<file path="src/hdl/plh_pkg.sv">
`timescale 1ns / 1ps
// Shared types and constants for the playhead loop accumulator.
// No dependencies; every other file depends on this package.
package plh_pkg;

  localparam int unsigned INDEX_BITS_DEF    = 16;
  localparam int unsigned FRACTION_BITS_DEF = 16;

  localparam int unsigned CFG_IDX_W  = 3;
  localparam int unsigned CFG_DATA_W = 32;
  localparam int unsigned ROW_W      = 16;
  localparam int unsigned STEP_W     = 17;
  localparam int unsigned POS_W      = 32;

  typedef enum logic {
    OP_TICK = 1'b0,
    OP_SET  = 1'b1
  } op_e;

  typedef enum logic [CFG_IDX_W-1:0] {
    CFG_ROW_COUNT   = 3'd0,
    CFG_STEP_INC    = 3'd1,
    CFG_PAUSED      = 3'd2,
    CFG_LOOP_ENABLE = 3'd3,
    CFG_LOOP_BEGIN  = 3'd4,
    CFG_LOOP_END    = 3'd5,
    CFG_INTERP_ROWS = 3'd6
  } cfg_idx_e;

  typedef struct packed {
    logic [ROW_W-1:0]  row_count;
    logic [STEP_W-1:0] step_increment;
    logic              paused;
    logic              loop_enable;
    logic [POS_W-1:0]  loop_begin;
    logic [POS_W-1:0]  loop_end;
    logic              interpolate_rows;
  } cfg_t;

  typedef struct packed {
    logic [ROW_W-1:0] row_index;
    logic [ROW_W-1:0] next_row_index;
    logic [ROW_W-1:0] fraction;
    logic [POS_W-1:0] play_position;
    logic             stepped;
    logic             reload_row;
  } res_t;

endpackage

</file>
<file path="src/hdl/plh_if.sv">
`timescale 1ns / 1ps
// Valid/ready channel interfaces for the playhead input and result items.
// Depends on plh_pkg for field widths.
interface plh_in_if;
  logic                     valid;
  logic                     ready;
  logic                     op;
  logic [plh_pkg::POS_W-1:0] new_position;

  modport source (output valid, output op, output new_position, input ready);
  modport sink (input valid, input op, input new_position, output ready);
endinterface

interface plh_out_if;
  logic                     valid;
  logic                     ready;
  logic [plh_pkg::ROW_W-1:0] row_index;
  logic [plh_pkg::ROW_W-1:0] next_row_index;
  logic [plh_pkg::ROW_W-1:0] fraction;
  logic [plh_pkg::POS_W-1:0] play_position;
  logic                     stepped;
  logic                     reload_row;

  modport source (output valid, output row_index, output next_row_index, output fraction,
                  output play_position, output stepped, output reload_row, input ready);
  modport sink (input valid, input row_index, input next_row_index, input fraction,
                input play_position, input stepped, input reload_row, output ready);
endinterface

</file>
<file path="src/hdl/plh_cfg_regs.sv">
`timescale 1ns / 1ps
// Configuration register file, written through a plain index/data port.
// Depends on plh_pkg.
module plh_cfg_regs (
  input  logic                           clk_i,
  input  logic                           rst_ni,
  input  logic                           cfg_we_i,
  input  logic [plh_pkg::CFG_IDX_W-1:0]  cfg_idx_i,
  input  logic [plh_pkg::CFG_DATA_W-1:0] cfg_wdata_i,
  output plh_pkg::cfg_t                  cfg_o
);
  import plh_pkg::*;

  localparam cfg_t CFG_RESET = '{row_count: '0, step_increment: STEP_W'(1), paused: 1'b1,
                                 loop_enable: 1'b0, loop_begin: '0, loop_end: '0,
                                 interpolate_rows: 1'b0};

  cfg_t cfg_q, cfg_d;

  always_comb begin
    cfg_d = cfg_q;
    if (cfg_we_i) begin
      unique case (cfg_idx_i)
        CFG_ROW_COUNT:   cfg_d.row_count        = cfg_wdata_i[ROW_W-1:0];
        CFG_STEP_INC:    cfg_d.step_increment   = cfg_wdata_i[STEP_W-1:0];
        CFG_PAUSED:      cfg_d.paused           = cfg_wdata_i[0];
        CFG_LOOP_ENABLE: cfg_d.loop_enable      = cfg_wdata_i[0];
        CFG_LOOP_BEGIN:  cfg_d.loop_begin       = cfg_wdata_i[POS_W-1:0];
        CFG_LOOP_END:    cfg_d.loop_end         = cfg_wdata_i[POS_W-1:0];
        CFG_INTERP_ROWS: cfg_d.interpolate_rows = cfg_wdata_i[0];
        default:         cfg_d = cfg_q;  // unknown index ignored
      endcase
    end
  end

  always_ff @(posedge clk_i or negedge rst_ni) begin
    if (!rst_ni) begin
      cfg_q <= CFG_RESET;
    end else begin
      cfg_q <= cfg_d;
    end
  end

  assign cfg_o = cfg_q;

endmodule

</file>
<file path="src/hdl/plh_step.sv">
`timescale 1ns / 1ps
// Next-state and result logic for one item: set, carry, loop clamp, reload flag,
// increment. Pure combinational; depends on plh_pkg.
module plh_step #(
  parameter int unsigned INDEX_BITS    = plh_pkg::INDEX_BITS_DEF,
  parameter int unsigned FRACTION_BITS = plh_pkg::FRACTION_BITS_DEF
) (
  input  plh_pkg::cfg_t                 cfg_i,
  input  logic                          op_i,
  input  logic [plh_pkg::POS_W-1:0]     new_position_i,
  input  logic [INDEX_BITS-1:0]         row_i,
  input  logic [FRACTION_BITS:0]        frac_i,
  input  logic                          stale_i,
  output logic [INDEX_BITS-1:0]         row_o,
  output logic [FRACTION_BITS:0]        frac_o,
  output logic                          stale_o,
  output plh_pkg::res_t                 res_o
);
  import plh_pkg::*;

  // Wide enough for any position, the loop registers and the carry.
  localparam int unsigned W = INDEX_BITS + FRACTION_BITS + POS_W + 2;
  localparam int unsigned IB = INDEX_BITS;
  localparam int unsigned FB = FRACTION_BITS;

  logic [W-1:0]    set_ext, lb_ext, carry_nxt, pos1, one_ext, inc_ext, inc_sat, frac_sum;
  logic [W-1:0]    rep_nxt, rep_pos;
  logic [IB-1:0]   set_row, r1, r2, rep_row;
  logic [FB:0]     f1, f2, rep_frac;
  logic [W-1:0]    rep_frac_lo;
  logic            carry, stale1, stale3, out_loop, reload, stepped;

  always_comb begin
    // Tick path: carry a whole unit into the row.
    carry     = frac_i[FB];
    carry_nxt = W'(row_i) + W'(1);
    if (carry_nxt >= W'(cfg_i.row_count)) begin
      carry_nxt = '0;
    end
    r1     = carry ? carry_nxt[IB-1:0] : row_i;
    f1     = {1'b0, frac_i[FB-1:0]};
    stale1 = stale_i | carry;

    // Loop clamp against the full-width position.
    pos1     = (W'(r1) << FB) | W'(f1[FB-1:0]);
    lb_ext   = W'(cfg_i.loop_begin);
    out_loop = cfg_i.loop_enable && (cfg_i.loop_begin != cfg_i.loop_end) &&
               ((pos1 > W'(cfg_i.loop_end)) || (pos1 < lb_ext));
    r2 = out_loop ? lb_ext[FB +: IB] : r1;
    f2 = out_loop ? {1'b0, cfg_i.loop_begin[FB-1:0]} : f1;

    stale3  = stale1 | out_loop | cfg_i.interpolate_rows;
    reload  = stale3 && (cfg_i.row_count != '0);

    one_ext  = W'(1) << FB;
    inc_ext  = W'(cfg_i.step_increment);
    inc_sat  = (inc_ext > one_ext) ? one_ext : inc_ext;
    frac_sum = W'(f2) + inc_sat;

    set_ext = W'(new_position_i);
    set_row = set_ext[FB +: IB];

    stepped  = 1'b0;
    rep_row  = row_i;
    rep_frac = frac_i;
    row_o    = row_i;
    frac_o   = frac_i;
    stale_o  = stale_i;
    if (op_i == OP_SET) begin
      row_o    = set_row;
      frac_o   = {1'b0, new_position_i[FB-1:0]};
      stale_o  = stale_i | (set_row != row_i);
      rep_row  = row_o;
      rep_frac = frac_o;
      reload   = 1'b0;
    end else if (cfg_i.paused) begin
      reload   = 1'b0;  // held; a pending carry shows in the position only
    end else begin
      stepped  = carry;
      rep_row  = r2;
      rep_frac = f2;
      row_o    = r2;
      frac_o   = frac_sum[FB:0];
      stale_o  = stale3 & ~reload;
    end

    rep_nxt = W'(rep_row) + W'(1);
    if (rep_nxt >= W'(cfg_i.row_count)) begin
      rep_nxt = '0;
    end
    rep_pos     = (W'(rep_row) << FB) + W'(rep_frac);
    rep_frac_lo = W'(rep_frac[FB-1:0]);

    res_o.row_index      = ROW_W'(W'(rep_row));
    res_o.next_row_index = rep_nxt[ROW_W-1:0];
    res_o.fraction       = rep_frac_lo[ROW_W-1:0];
    res_o.play_position  = rep_pos[POS_W-1:0];
    res_o.stepped        = stepped;
    res_o.reload_row     = reload;
  end

endmodule

</file>
<file path="src/hdl/playhead_loop_accumulator.sv">
`timescale 1ns / 1ps
// Playhead loop accumulator top level: input register, playhead state,
// result register. Depends on plh_pkg, plh_if, plh_cfg_regs, plh_step.
//
// Usage: one input item per audio sample on in_i (op = tick) or to jump the
// playhead (op = set, new_position in Q16.16). Every item yields exactly one
// result item on out_o: row, next row, fraction, position, stepped and
// reload_row flags. Registers are written through cfg_we_i / cfg_idx_i /
// cfg_wdata_i while no item is in flight.
// Path: an accepted item goes into the input register, then through one pass
// of the step logic into the result register.
// Throughput: 1 item per cycle while out_o.ready is high; the state update is
// a few adds, compares and muxes between the state registers.
// Reset: playhead at row 0, fraction 0, paused, step 1, loop off.
// Stall: while out_o.ready is low the result holds; one more item may wait
// in the input register, after which in_i.ready drops.
module playhead_loop_accumulator #(
  parameter int unsigned INDEX_BITS    = plh_pkg::INDEX_BITS_DEF,
  parameter int unsigned FRACTION_BITS = plh_pkg::FRACTION_BITS_DEF
) (
  input  logic                           clk_i,
  input  logic                           rst_ni,
  input  logic                           cfg_we_i,
  input  logic [plh_pkg::CFG_IDX_W-1:0]  cfg_idx_i,
  input  logic [plh_pkg::CFG_DATA_W-1:0] cfg_wdata_i,
  plh_in_if.sink                         in_i,
  plh_out_if.source                      out_o
);
  import plh_pkg::*;

  cfg_t cfg;

  logic                     in_valid_q;
  logic                     in_op_q;
  logic [POS_W-1:0]         in_pos_q;
  logic [INDEX_BITS-1:0]    row_q, row_d;
  logic [FRACTION_BITS:0]   frac_q, frac_d;
  logic                     stale_q, stale_d;
  logic                     out_valid_q;
  res_t                     res_q, res_d;
  logic                     advance, in_take;

  plh_cfg_regs u_cfg (
    .clk_i       (clk_i),
    .rst_ni      (rst_ni),
    .cfg_we_i    (cfg_we_i),
    .cfg_idx_i   (cfg_idx_i),
    .cfg_wdata_i (cfg_wdata_i),
    .cfg_o       (cfg)
  );

  plh_step #(
    .INDEX_BITS    (INDEX_BITS),
    .FRACTION_BITS (FRACTION_BITS)
  ) u_step (
    .cfg_i          (cfg),
    .op_i           (in_op_q),
    .new_position_i (in_pos_q),
    .row_i          (row_q),
    .frac_i         (frac_q),
    .stale_i        (stale_q),
    .row_o          (row_d),
    .frac_o         (frac_d),
    .stale_o        (stale_d),
    .res_o          (res_d)
  );

  assign advance    = in_valid_q && (!out_valid_q || out_o.ready);
  assign in_i.ready = !in_valid_q || advance;
  assign in_take    = in_i.valid && in_i.ready;

  always_ff @(posedge clk_i or negedge rst_ni) begin
    if (!rst_ni) begin
      in_valid_q <= 1'b0;
    end else if (in_i.ready) begin
      in_valid_q <= in_i.valid;
    end
  end

  always_ff @(posedge clk_i) begin
    if (in_take) begin
      in_op_q  <= in_i.op;
      in_pos_q <= in_i.new_position;
    end
  end

  always_ff @(posedge clk_i or negedge rst_ni) begin
    if (!rst_ni) begin
      row_q   <= '0;
      frac_q  <= '0;
      stale_q <= 1'b0;
    end else if (advance) begin
      row_q   <= row_d;
      frac_q  <= frac_d;
      stale_q <= stale_d;
    end
  end

  always_ff @(posedge clk_i or negedge rst_ni) begin
    if (!rst_ni) begin
      out_valid_q <= 1'b0;
    end else if (advance) begin
      out_valid_q <= 1'b1;
    end else if (out_o.ready) begin
      out_valid_q <= 1'b0;
    end
  end

  always_ff @(posedge clk_i) begin
    if (advance) begin
      res_q <= res_d;
    end
  end

  assign out_o.valid          = out_valid_q;
  assign out_o.row_index      = res_q.row_index;
  assign out_o.next_row_index = res_q.next_row_index;
  assign out_o.fraction       = res_q.fraction;
  assign out_o.play_position  = res_q.play_position;
  assign out_o.stepped        = res_q.stepped;
  assign out_o.reload_row     = res_q.reload_row;

`ifndef SYNTHESIS
  a_reload_needs_data: assert property (@(posedge clk_i) disable iff (!rst_ni)
    out_valid_q && res_q.reload_row |-> cfg.row_count != '0)
    else $error("reload_row with no rows loaded");

  a_step_reloads: assert property (@(posedge clk_i) disable iff (!rst_ni)
    out_valid_q && res_q.stepped && (cfg.row_count != '0) |-> res_q.reload_row)
    else $error("row step without reload");

  a_next_row: assert property (@(posedge clk_i) disable iff (!rst_ni)
    out_valid_q |-> (res_q.next_row_index == '0) ||
                    (res_q.next_row_index == ROW_W'(res_q.row_index + ROW_W'(1))))
    else $error("next_row_index neither wrap nor row + 1");

  a_state_held: assert property (@(posedge clk_i) disable iff (!rst_ni)
    !advance |=> $stable(row_q) && $stable(frac_q) && $stable(stale_q))
    else $error("playhead state moved without an item");
`endif

endmodule
</file>
<file path="src/flat_wrapper.sv">
// flat-port wrapper written by rule: the top's interface ports become plain ports
module playhead_loop_accumulator_flat import plh_pkg::*;
#(
  parameter int unsigned INDEX_BITS    = plh_pkg::INDEX_BITS_DEF,
  parameter int unsigned FRACTION_BITS = plh_pkg::FRACTION_BITS_DEF
)
  (clk_i, rst_ni, cfg_we_i, cfg_idx_i, cfg_wdata_i, in_i_valid, in_i_op, in_i_new_position, in_i_ready, out_o_valid, out_o_row_index, out_o_next_row_index, out_o_fraction, out_o_play_position, out_o_stepped, out_o_reload_row, out_o_ready);
  plh_in_if in_i_i ();
  plh_out_if out_o_i ();
  input  logic clk_i;
  input  logic rst_ni;
  input  logic cfg_we_i;
  input  logic [plh_pkg::CFG_IDX_W-1:0] cfg_idx_i;
  input  logic [plh_pkg::CFG_DATA_W-1:0] cfg_wdata_i;
  input wire logic [$bits(in_i_i.valid)-1:0] in_i_valid;
  input wire logic [$bits(in_i_i.op)-1:0] in_i_op;
  input wire logic [$bits(in_i_i.new_position)-1:0] in_i_new_position;
  output wire logic [$bits(in_i_i.ready)-1:0] in_i_ready;
  output wire logic [$bits(out_o_i.valid)-1:0] out_o_valid;
  output wire logic [$bits(out_o_i.row_index)-1:0] out_o_row_index;
  output wire logic [$bits(out_o_i.next_row_index)-1:0] out_o_next_row_index;
  output wire logic [$bits(out_o_i.fraction)-1:0] out_o_fraction;
  output wire logic [$bits(out_o_i.play_position)-1:0] out_o_play_position;
  output wire logic [$bits(out_o_i.stepped)-1:0] out_o_stepped;
  output wire logic [$bits(out_o_i.reload_row)-1:0] out_o_reload_row;
  input wire logic [$bits(out_o_i.ready)-1:0] out_o_ready;
  assign in_i_i.valid = in_i_valid;
  assign in_i_i.op = in_i_op;
  assign in_i_i.new_position = in_i_new_position;
  assign in_i_ready = in_i_i.ready;
  assign out_o_valid = out_o_i.valid;
  assign out_o_row_index = out_o_i.row_index;
  assign out_o_next_row_index = out_o_i.next_row_index;
  assign out_o_fraction = out_o_i.fraction;
  assign out_o_play_position = out_o_i.play_position;
  assign out_o_stepped = out_o_i.stepped;
  assign out_o_reload_row = out_o_i.reload_row;
  assign out_o_i.ready = out_o_ready;
  playhead_loop_accumulator #(.INDEX_BITS(INDEX_BITS), .FRACTION_BITS(FRACTION_BITS)) u_core (.clk_i(clk_i), .rst_ni(rst_ni), .cfg_we_i(cfg_we_i), .cfg_idx_i(cfg_idx_i), .cfg_wdata_i(cfg_wdata_i), .in_i(in_i_i), .out_o(out_o_i));
endmodule
</file>
<file path="config.mk">
export PLATFORM = sky130hd
export DESIGN_NAME = playhead_loop_accumulator_flat
export DESIGN_NICKNAME = d
export VERILOG_FILES = /design/src/hdl/plh_pkg.sv /design/src/hdl/plh_if.sv /design/src/hdl/plh_cfg_regs.sv /design/src/hdl/plh_step.sv /design/src/hdl/playhead_loop_accumulator.sv /design/src/flat_wrapper.sv
export SDC_FILE = /design/constraint.sdc
export NUM_CORES = 1
export LEC_CHECK = 0
export ABC_AREA = 1
export BUFFER_PORTS_ARGS = -buffer_cell sky130_fd_sc_hd__buf_2
export CAP_MARGIN = 5
export CORE_ASPECT_RATIO = 0.6
export CORE_MARGIN = 10
export CORE_UTILIZATION = 30
export DETAILED_ROUTE_END_ITERATION = 10
export SETUP_SLACK_MARGIN = 0.15
export SLEW_MARGIN = 25
export SYNTH_ARGS = -nofsm -noshare
export SYNTH_HDL_FRONTEND = slang
export SYNTH_SLANG_ARGS = --single-unit
</file>
<file path="constraint.sdc">
create_clock -name clk_i -period 10.25 [get_ports clk_i]
set_input_delay 1.025 -clock clk_i [delete_from_list [all_inputs] [get_ports clk_i]]
set_output_delay 1.025 -clock clk_i [all_outputs]
set_load 0.005 [all_outputs]
</file>
### After elaboration in Yosys (flattened, before gate mapping)

Index checks and enable logic that the tools add are counted.

| word-level totals | value |
|---|---|
| register bits after elaboration | 251 |
| input bits | 73 |
| output and inout bits | 84 |
| logic and storage cells | 82 |

| operators by class | value |
|---|---|
| add/subtract/negate cells | 4 |
| $lt $le $gt $ge | 5 |
| equal/unequal tests | 9 |
| muxes and demuxes | 15 |
| bitwise gates (word level) | 7 |
| reductions and logical operators | 22 |

Operators by type and width:

| kind | count |
|---|---|
| 2-to-1 mux 16 bit | 6 |
| 2-to-1 mux 17 bit | 5 |
| adder 16 x 1 -> 17 bit (second input constant) | 2 |
| greater-or-equal comparator 17 x 16 -> 1 bit | 2 |
| adder 32 x 17 -> 32 bit | 1 |
| greater-than comparator 32 bit | 1 |
| less-than comparator 32 bit | 1 |
| != test 32 bit | 1 |
| OR 32 x 16 -> 32 bit | 1 |
| adder 16 x 17 -> 17 bit | 1 |
| greater-than comparator 17 bit (second input constant) | 1 |
| != test 16 bit | 1 |
| AND reduction 2 bit | 8 |
| nonzero test 16 bit | 1 |
| equality test 3 bit (second input constant) | 3 |
| equality test 3 x 2 -> 1 bit (second input constant) | 2 |
| logical AND 1 bit | 5 |
| 2-to-1 mux 1 bit | 4 |
| OR 1 bit | 4 |
| equality test 3 x 1 -> 1 bit (second input constant) | 1 |
| zero test 3 bit | 1 |
| logical OR 1 bit | 3 |
| zero test 1 bit | 2 |
| != test 2 x 1 -> 1 bit (second input constant) | 1 |
| other kinds (4) | 4 |

### Depth between registers and ports, before layout

Gate-level depths: netlist of run 1.

| depth | value |
|---|---|
| depth after elaboration | 15 |
| depth in mapped cells | 58 |
| mapped depth without buffers | 55 |

### Hierarchy

A second synthesis of run 1 with hierarchy kept.

| unflattened totals | value |
|---|---|
| cell total of the unflattened synthesis | 1904 |
| area, all modules | 15950.3 µm² |

By module, submodules not included:

| module | times used | cells each | area each (µm²) | seq. area each (µm²) |
|---|---|---|---|---|
| plh_step | 1 | 1188 | 6985.4 | 0.0 |
| playhead_loop_accumulator | 1 | 272 | 4947.2 | 4354.2 |
| plh_cfg_regs | 1 | 444 | 4017.6 | 2504.9 |

### Worst setup path after synthesis of run 1

Ideal clock, no wire load.

| path | value |
|---|---|
| kind | flip-flop to flip-flop |
| from | register u_core.row_q[0] |
| to | register u_core.res_q (netlist bit u_core.out_o.next_row_index[14]), data pin |
| library setup time | 135 ps |
| data arrival time | 6568 ps |
| data required time | 10115 ps |
| slack | 3547 ps |
| cell stages (with the launch flop) | 52 |
| path buffers | 2 |
| period minus slack after synthesis | 6703 ps |
| cells stage by stage | dfrtp_1 ha_1 nand4_2 nor2_2 nand3_2 xor2_1 inv_1 ha_1 nand2_1 nor2_1 nand2_1 o21ai_0 nand2_1 nand2_1 nor2_4 nand2_8 inv_4 nand2_1 [... 16 more ...] nand3_2 nor2_4 nand2_1 xor2_1 inv_1 ha_1 a21oi_1 nor2_1 nor2_1 nand3_1 a21oi_1 o221ai_1 nand3_1 nand2_1 a221oi_1 nand2_4 buf_12 nor2_2 |

RTL lines:

| what | RTL line | RTL |
|---|---|---|
| from (decl) | playhead_loop_accumulator.sv:36 | `logic [INDEX_BITS-1:0] row_q, row_d;` |
| from (signal assigned) | playhead_loop_accumulator.sv:93 | `row_q <= row_d;` |
| to (signal assigned) | playhead_loop_accumulator.sv:111 | `res_q <= res_d;` |
| to (decl) | playhead_loop_accumulator.sv:40 | `res_t res_q, res_d;` |

==> reports/qor.csv, run 1 <==
stage;metric;value;unit
cts;cts_max_level;1;
logic_synthesis;synthAdderAreaFrac;10.03;%
placed_design;dpl_cell_area;15820;um2
global_route;grt_remaining_overflow;0;
layout;stdcell_area;16640;um2
logic_synthesis;ys_seq_area_share;43.84;%
global_route;grt_pass1_wl;72.71;mm
cts;cts_hold_buf;0;
power;power_frac_comb;44.8;%
power;p_leak;0.007879;uW
timing;min_period_over_period;84.22;%
power;intPower;2416;uW
cts;post_cts_buffers;0;
cts;clkLatencyLatePin;570;ps
global_route;grt_usage;16.02;%
power;switching_share;44.26;%
setup_path;startpoint_type;flop;
drt;dr.pass1.iters;6;
setup_path;startpoint;u_core.row_q[0];
logic_synthesis;yosys.area_share.simple;21.76;%
logic_synthesis;synthCells;1725;
logic_synthesis;synthDistinctLibCells;58;
run;max_cap_violations;0;
logic_synthesis;yosys-top-cells-area;dfrtp_1 23%, edfxtp_1 20%, nand2_1 11%;
power;vdd_drop_max;146.6;uV
cts;cts_buffers;26;
logic_synthesis;yosysMostFrequentCell;nand2_1;
floorplan;dieArea;57990;um2
timing;hold_viol_final;0;
drt;dr.max_layer_used;met4;
cts;cts_root_buffer;clkbuf_16;
logic_synthesis;synth_top_family_by_area;simple AND/OR/NAND/NOR gates;
layout;drive_gt1_share;16.07;%
status;outcome;finished, final reports clean;
logic_synthesis;syn_nets;1914;
drt;wl_met1;25.17;mm
setup_path;crit_type;reg2reg;
power;p_clk_share;21.2;%
timing;setup_tns;0;ps
setup_path;cpPeakStageDelay;530;ps
floorplan;pin_count;157;
global_route;antenna_found_initial;0;
logic_synthesis;synthXorXnorAreaFrac;4.747;%
cts;clkTransAtPathRegs;70;ps
setup_path;critPathMaxFanout;44;
timing;rsz0062_at_grt;false;
drt;vias;12225;
worst_hold_path;hold_path.class;in2async;
setup_path;critPathRequiredTime;10670;ps
layout;syn_to_final_growth;14.40;%
cts;cts.sinks;235;
global_route;grt_pass1_vias;11622;
logic_synthesis;synth_ff_type;dfrtp_1;
setup_path;worstPathArrival;9050;ps
drt;ant_nets;0;
power;p_sw;1919;uW
timing;final_max_slew_viol_count;0;
cts;tritoncts;yes;
logic_synthesis;synth_edf_count;99;
floorplan;coreArea;47860;um2
setup_path;crit_path_end_kind;flop;
drt;dr_wl_met3;4.873;mm
cts;clock_path_buffers;3;
timing;period_needed;8632;ps
placed_design;dp_hpwl;37.55;mm
layout;nets;2036;
floorplan;die_h;190.6;um
setup_path;crit_top_cell;nand2_1;
setup_path;cp_slowest_cell;dfrtp_1;
drt;wl_met2;17.23;mm
setup_path;r2r_start;u_core.row_q[0];
power;pwr-share-seq;34.0;%
drt;viasPerCell;4.876;
timing;max_freq;115.8;MHz
floorplan;rows;62;
timing;slew_headroom;35.37;%
timing;max_slew.worst_pin.slew;967.2;ps
logic_synthesis;synthesis.area;14550;um2
timing;finClkSkew;17.45;ps
placed_design;io_buffers;156;
logic_synthesis;synth_commonest_cells;434 x nand2_1, 224 x inv_1, 151 x o21ai_0, 134 x dfrtp_1, 115 x ha_1;
logic_synthesis;yosysTopAreaCellShare;23.05;%
drt;initialDrtViolationCount;1058;
floorplan;dieWidth;304.3;um
drt;routed_wirelength;47.90;mm
logic_synthesis;avgSynthCellArea;8.434;um2
timing;setup_violations;0;
logic_synthesis;synth.mux.area_fraction;0.06880;%
layout;diodes;0;
floorplan;start_util;30.40;%
global_route;grt_max_degree;71;
placed_design;place_congestion;0.9972;
power;power-per-cell-area;260.4;nW/um2
logic_synthesis;yosysWarnings;0;
layout;fill_cells;4943;
drt;drc;0;
logic_synthesis;synth-compound-area-share;10.75;%
logic_synthesis;synthArstFlopShare;57.87;%
cts;post_cts_resized;0;
logic_synthesis;ys_ff_latch;235;
logic_synthesis;yosysTopAreaCell;dfrtp_1;
drt;wire_per_inst;19.11;um
[flip-flops by register name (all words and copies together) (netlist names)]
register,count
u_core.u_cfg.cfg_o,100
u_core.in_op_q,1
u_core.in_valid_q,1
u_core.frac_q,17
u_core.row_q,16
u_core.out_o.row_index,16
u_core.stale_q,1
u_core.out_o.next_row_index,16
u_core.out_o.stepped,1
u_core.out_o.reload_row,1
u_core.in_pos_q,32
u_core.out_o.valid,1
u_core.out_o.play_position,32
[power groups by stage]
stage	Combinational (uW)	Clock, uW	Sequential, uW
after floorplan	1390	0	1370
after global placement	1860	0	1480
after detailed placement	1900	0	1480
after CTS	1910	943	1470
after global routing	2190	983	1500
final	1940	917	1480
[placed cells by master, fill, tap and decap left out, drive strengths merged]
master / Yosys / layout
a211oi: 1 / 1
a21boi: 3 / 3
a21o: 2 / 2
a21oi: 64 / 64
a221o: 1 / 1
a221oi: 2 / 2
a22o: 1 / 1
a22oi: 1 / 1
a2bb2oi: 1 / 1
a31oi: 2 / 2
buf: 34 / 164
bufinv: 0 / 1
clkbuf: 36 / 34
clkinv: 2 / 12
clkinvlp: 0 / 1
dfrtp: 134 / 134
dfstp: 2 / 2
edfxtp: 99 / 99
fa: 1 / 1
ha: 115 / 115
inv: 235 / 237
mux2i: 1 / 1
nand2: 454 / 454
nand3: 76 / 76
nand3b: 2 / 2
nand4: 21 / 21
nor2: 132 / 132
nor3: 8 / 8
nor3b: 1 / 1
nor4: 12 / 12
o211ai: 5 / 5
o21a: 2 / 2
o21ai: 161 / 161
o21bai: 5 / 5
o221ai: 13 / 13
o22ai: 13 / 13
or2: 5 / 5
xnor2: 25 / 25
xor2: 53 / 53
[routing by layer]
metal | GRT usage [%] | up-vias
met5 | 0 | -
met4 | 2.219 | 0
met3 | 4.746 | 45
met2 | 20.12 | 471
met1 | 25.93 | 5822
li1 | - | 5887
[worst paths after layout]
check / to / slack, ps / depth (start not counted)
max in group asynchronous: u_core.row_q[1] / 8630 / 2
max: u_core.out_o.next_row_index[15] / 1620 / 49
min: u_core.u_cfg.cfg_o[30] / 460 / 1
min reg2reg: u_core.u_cfg.cfg_o[98] / 480 / 2
max reg2reg: u_core.out_o.next_row_index[15] / 1620 / 49
min in group clk_i: u_core.u_cfg.cfg_o[98] / 480 / 2
[metrics by stage]
step	utilization, %	instances	setup slack, ps	power [uW]	hold slack [ps]
after global placement	33.04	2459	2281	3340	474.5
after CTS	34.76	2507	1823	4326	464.3
after global routing	34.78	2507	797.8	4669	495.0
final	34.78	2507	1618	4335	461.5
after detailed placement	33.04	2459	1913	3384	477.3
after floorplan	-	1725	3547	2765	453.0
[cell type report]
class | instances | area [um2] | area share, %
inverter | 237 | 892.1 | 5.360
clock inverter | 14 | 122.6 | 0.7367
multi-input combinational | 1183 | 6899 | 41.45
sequential | 235 | 6379 | 38.32
clock buffer | 34 | 700.7 | 4.210
tap | 640 | 800.8 | 4.811
timing repair buffer | 164 | 850.8 | 5.112
[cells by family (layout without fill, tap and decap cells)]
| family | after synthesis | after routing |
|---|---|---|
| DFF | 235 | 235 |
| adders and majority gates | 116 | 116 |
| muxes | 1 | 1 |
| buffers and inverters | 307 | 449 |
| and+or+nand+nor | 711 | 711 |
| xor gates and xnor gates | 78 | 78 |
| AOI/OAI and AO/OA | 277 | 277 |
[worst max-delay path, delay by kind of cell, from the launching register on]
family	cells	cell delay, ps
and+or+nand+nor	33	4220
adders and majority gates	5	1510
AOI/OAI and AO/OA	6	1300
xor gates and xnor gates	2	610
DFF	1	530
buffers and inverters	3	220
No activity file was read; power rests on OpenSTA's default activity.
==> run 2: changes to the inputs <==
==> constraint.sdc (replaced) <==
create_clock -name clk_i -period 7.1 [get_ports clk_i]
set_input_delay 0.71 -clock clk_i [delete_from_list [all_inputs] [get_ports clk_i]]
set_output_delay 0.71 -clock clk_i [all_outputs]
set_load 0.005 [all_outputs]
==> reports/qor.csv, run 2 (same netlist as run 1, synthesis figures left out) <==
stage;metric;value;unit;change
status;outcome;finished, final reports clean;;
timing;setup_tns;0;ps;unchanged
global_route;grt_pass1_vias;11851;;+2.0%
layout;largest_reg_flops;100;;unchanged
layout;final_cell_mix;394 x nand2_1, 216 x inv_1, 155 x buf_2;;
power;power_frac_comb;50.6;%;+5.8 points
layout;final_common_cell;nand2_1;;
placed_design;dp_hpwl;37.81;mm;+0.69%
timing;rsz0062_at_grt;true;;
power;vdd_drop_max;232.7;uV;+59%
placed_design;place_congestion;0.9503;;-4.7%
timing;holdWs;238.8;ps;-222.8 ps
placed_design;io_buffers;156;;unchanged
timing;final_max_slew_viol_count;0;;unchanged
cts;cts_buffers;26;;unchanged
layout;stdcell_area;18540;um2;+11%
drt;dr.pass1.iters;6;;unchanged
global_route;grt_pass1_wl;73.77;mm;+1.5%
layout;drive_gt1_share;26.63;%;+11 points
floorplan;coreArea;47860;um2;unchanged
drt;ant_nets;0;;unchanged
setup_path;worstPathArrival;7460;ps;-1590 ps
setup_path;r2r_slack;60;ps;-1560 ps
timing;finClkSkew;26.29;ps;+8.835 ps
global_route;grt_usage;16.26;%;+0.24 points
setup_path;r2r_start;u_core.row_q[0];;
timing;period_needed;7041;ps;-1591 ps
global_route;grt_remaining_overflow;0;;unchanged
drt;wire_per_inst;19.21;um;+0.57%
drt;vias;12805;;+4.7%
timing;slew_headroom;21.88;%;-13 points
cts;tritoncts;yes;;
floorplan;dieWidth;304.3;um;unchanged
layout;syn_to_final_growth;27.45;%;
cts;cts_root_buffer;clkbuf_16;;
power;switching_share;43.15;%;-1.1 points
power;intPower;4139;uW;+71%
floorplan;die_h;190.6;um;unchanged
placed_design;dpl.cell_count;2503;;+1.8%
setup_path;startpoint_type;flop;;
setup_path;critPathRequiredTime;7520;ps;-3150 ps
timing;setup_violations;0;;unchanged
cts;cts.sinks;235;;unchanged
timing;max_slew.worst_pin.slew;1169;ps;+201.9 ps
global_route;antenna_found_initial;0;;unchanged
setup_path;cp_slowest_cell;dfrtp_1;;
cts;clock_path_buffers;3;;unchanged
cts;clkTransAtPathRegs;70;ps;about the same
setup_path;crit_type;reg2reg;;
timing;min_period_over_period;99.17;%;+15 points
floorplan;pin_count;157;;unchanged
placed_design;dpl_cell_area;16160;um2;+2.2%
layout;fin_cells;2601;;+3.7%
drt;initialDrtViolationCount;1268;;+20%
power;p_leak;0.008569;uW;+8.7%
worst_hold_path;hold_path.class;in2async;;
timing;max_freq;142.0;MHz;+23%
run;max_cap_violations;0;;unchanged
setup_path;r2r_end;u_core.out_o.next_row_index[6];;
setup_path;rr_worst_depth;47;;-4.1%
floorplan;start_util;30.40;%;unchanged
floorplan;rows;62;;unchanged
power;power-per-cell-area;392.7;nW/um2;+51%
power;pwr-share-seq;28.9;%;-5.1 points
setup_path;cp_num_buf_inv;6;;+3
drt;drc;0;;unchanged
setup_path;critPathMaxFanout;8;;-82%
floorplan;dieArea;57990;um2;unchanged
power;p_clk_share;20.5;%;-0.7 points
setup_path;crit_top_cell;nand2_1;;
cts;cts_max_level;1;;unchanged
setup_path;crit_family;simple AND/OR/NAND/NOR gates;;
setup_path;cpPeakStageDelay;410;ps;-120 ps
layout;final_util;38.74;%;+4.0 points
drt;viasPerCell;4.923;;+0.96%
layout;fill_cells;4815;;-2.6%
drt;routed_wirelength;49.98;mm;+4.3%
setup_path;crit_path_end_kind;flop;;
timing;hold_viol_final;0;;unchanged
power;p_sw;3142;uW;+64%
cts;clkLatencyLatePin;570;ps;about the same
global_route;grt_max_degree;86;;+21%
layout;nets;2129;;+4.6%
==> run 2: cell types whose count changed in the layout (fill, tap and decap cells not counted), sizes merged <==
cell / before / now
clkbuf: 34 / 33
bufinv: 1 / 5
clkinvlp: 1 / 4
clkinv: 12 / 8
diode: 0 / 1
buf: 164 / 254
inv: 237 / 238
==> run 2: how the worst max path moves through the flow <==
stage	from	end	slack, ps	cells after the start
finish	u_core.row_q[0]	u_core.out_o.next_row_index[6]	60	47
global route	u_core.row_q[0]	u_core.out_o.next_row_index[10]	-290	48
CTS	u_core.row_q[0]	u_core.out_o.next_row_index[12]	150	52
detailed placement	u_core.row_q[0]	u_core.out_o.next_row_index[12]	-250	49
global placement	u_core.row_q[0]	u_core.out_o.next_row_index[11]	-140	47
floorplan	u_core.row_q[0]	u_core.out_o.next_row_index[14]	400	51
==> run 2: routing by layer <==
metal | wire length, um | up-vias | GRT usage (%)
met5 | 0 | - | 0
met4 | 477 | 0 | 1.843
met3 | 4954 | 40 | 4.381
met2 | 18820 | 519 | 20.84
met1 | 25730 | 6169 | 26.41
li1 | - | 6077 | -
==> run 2: final cells by class <==
type	instances	area, um2	area share [%]
multi-input combinational	1183	7846	42.31
sequential	235	6384	34.43
timing repair buffer	257	1674	9.028
inverter	237	897.1	4.838
tap	640	800.8	4.318
clock buffer	30	675.6	3.644
clock inverter	18	262.8	1.417
antenna	1	2.502	0.01350
==> run 2: repair_timing <==
action                                  CTS  global route
endpoints found under the setup margin   18            25
setup buffers                            12            34
pin swaps                                13            67
resized for setup                        39           171
hold buffers                              0             0
cloned                                    0             3
==> run 2: power by group through the flow <==
stage | Clock (uW) | Combinational (uW) | Sequential (uW)
2_1_floorplan | 0 | 2010 | 1980
6_report | 1490 | 3690 | 2100
5_1_grt | 1590 | 4050 | 2140
4_1_cts | 1530 | 3080 | 2080
3_3_place_gp | 0 | 2870 | 2100
3_5_place_dp | 0 | 2920 | 2100
==> run 2: through the flow <==
| step | total power (uW) | setup WS [ps] |
|---|---|---|
| global route | 7780 | -288.7 |
| global placement | 4967 | -135.2 |
| floorplan | 3992 | 396.8 |
| finish | 7281 | 58.76 |
| CTS | 6687 | 152.5 |
| detailed placement | 5023 | -254.3 |
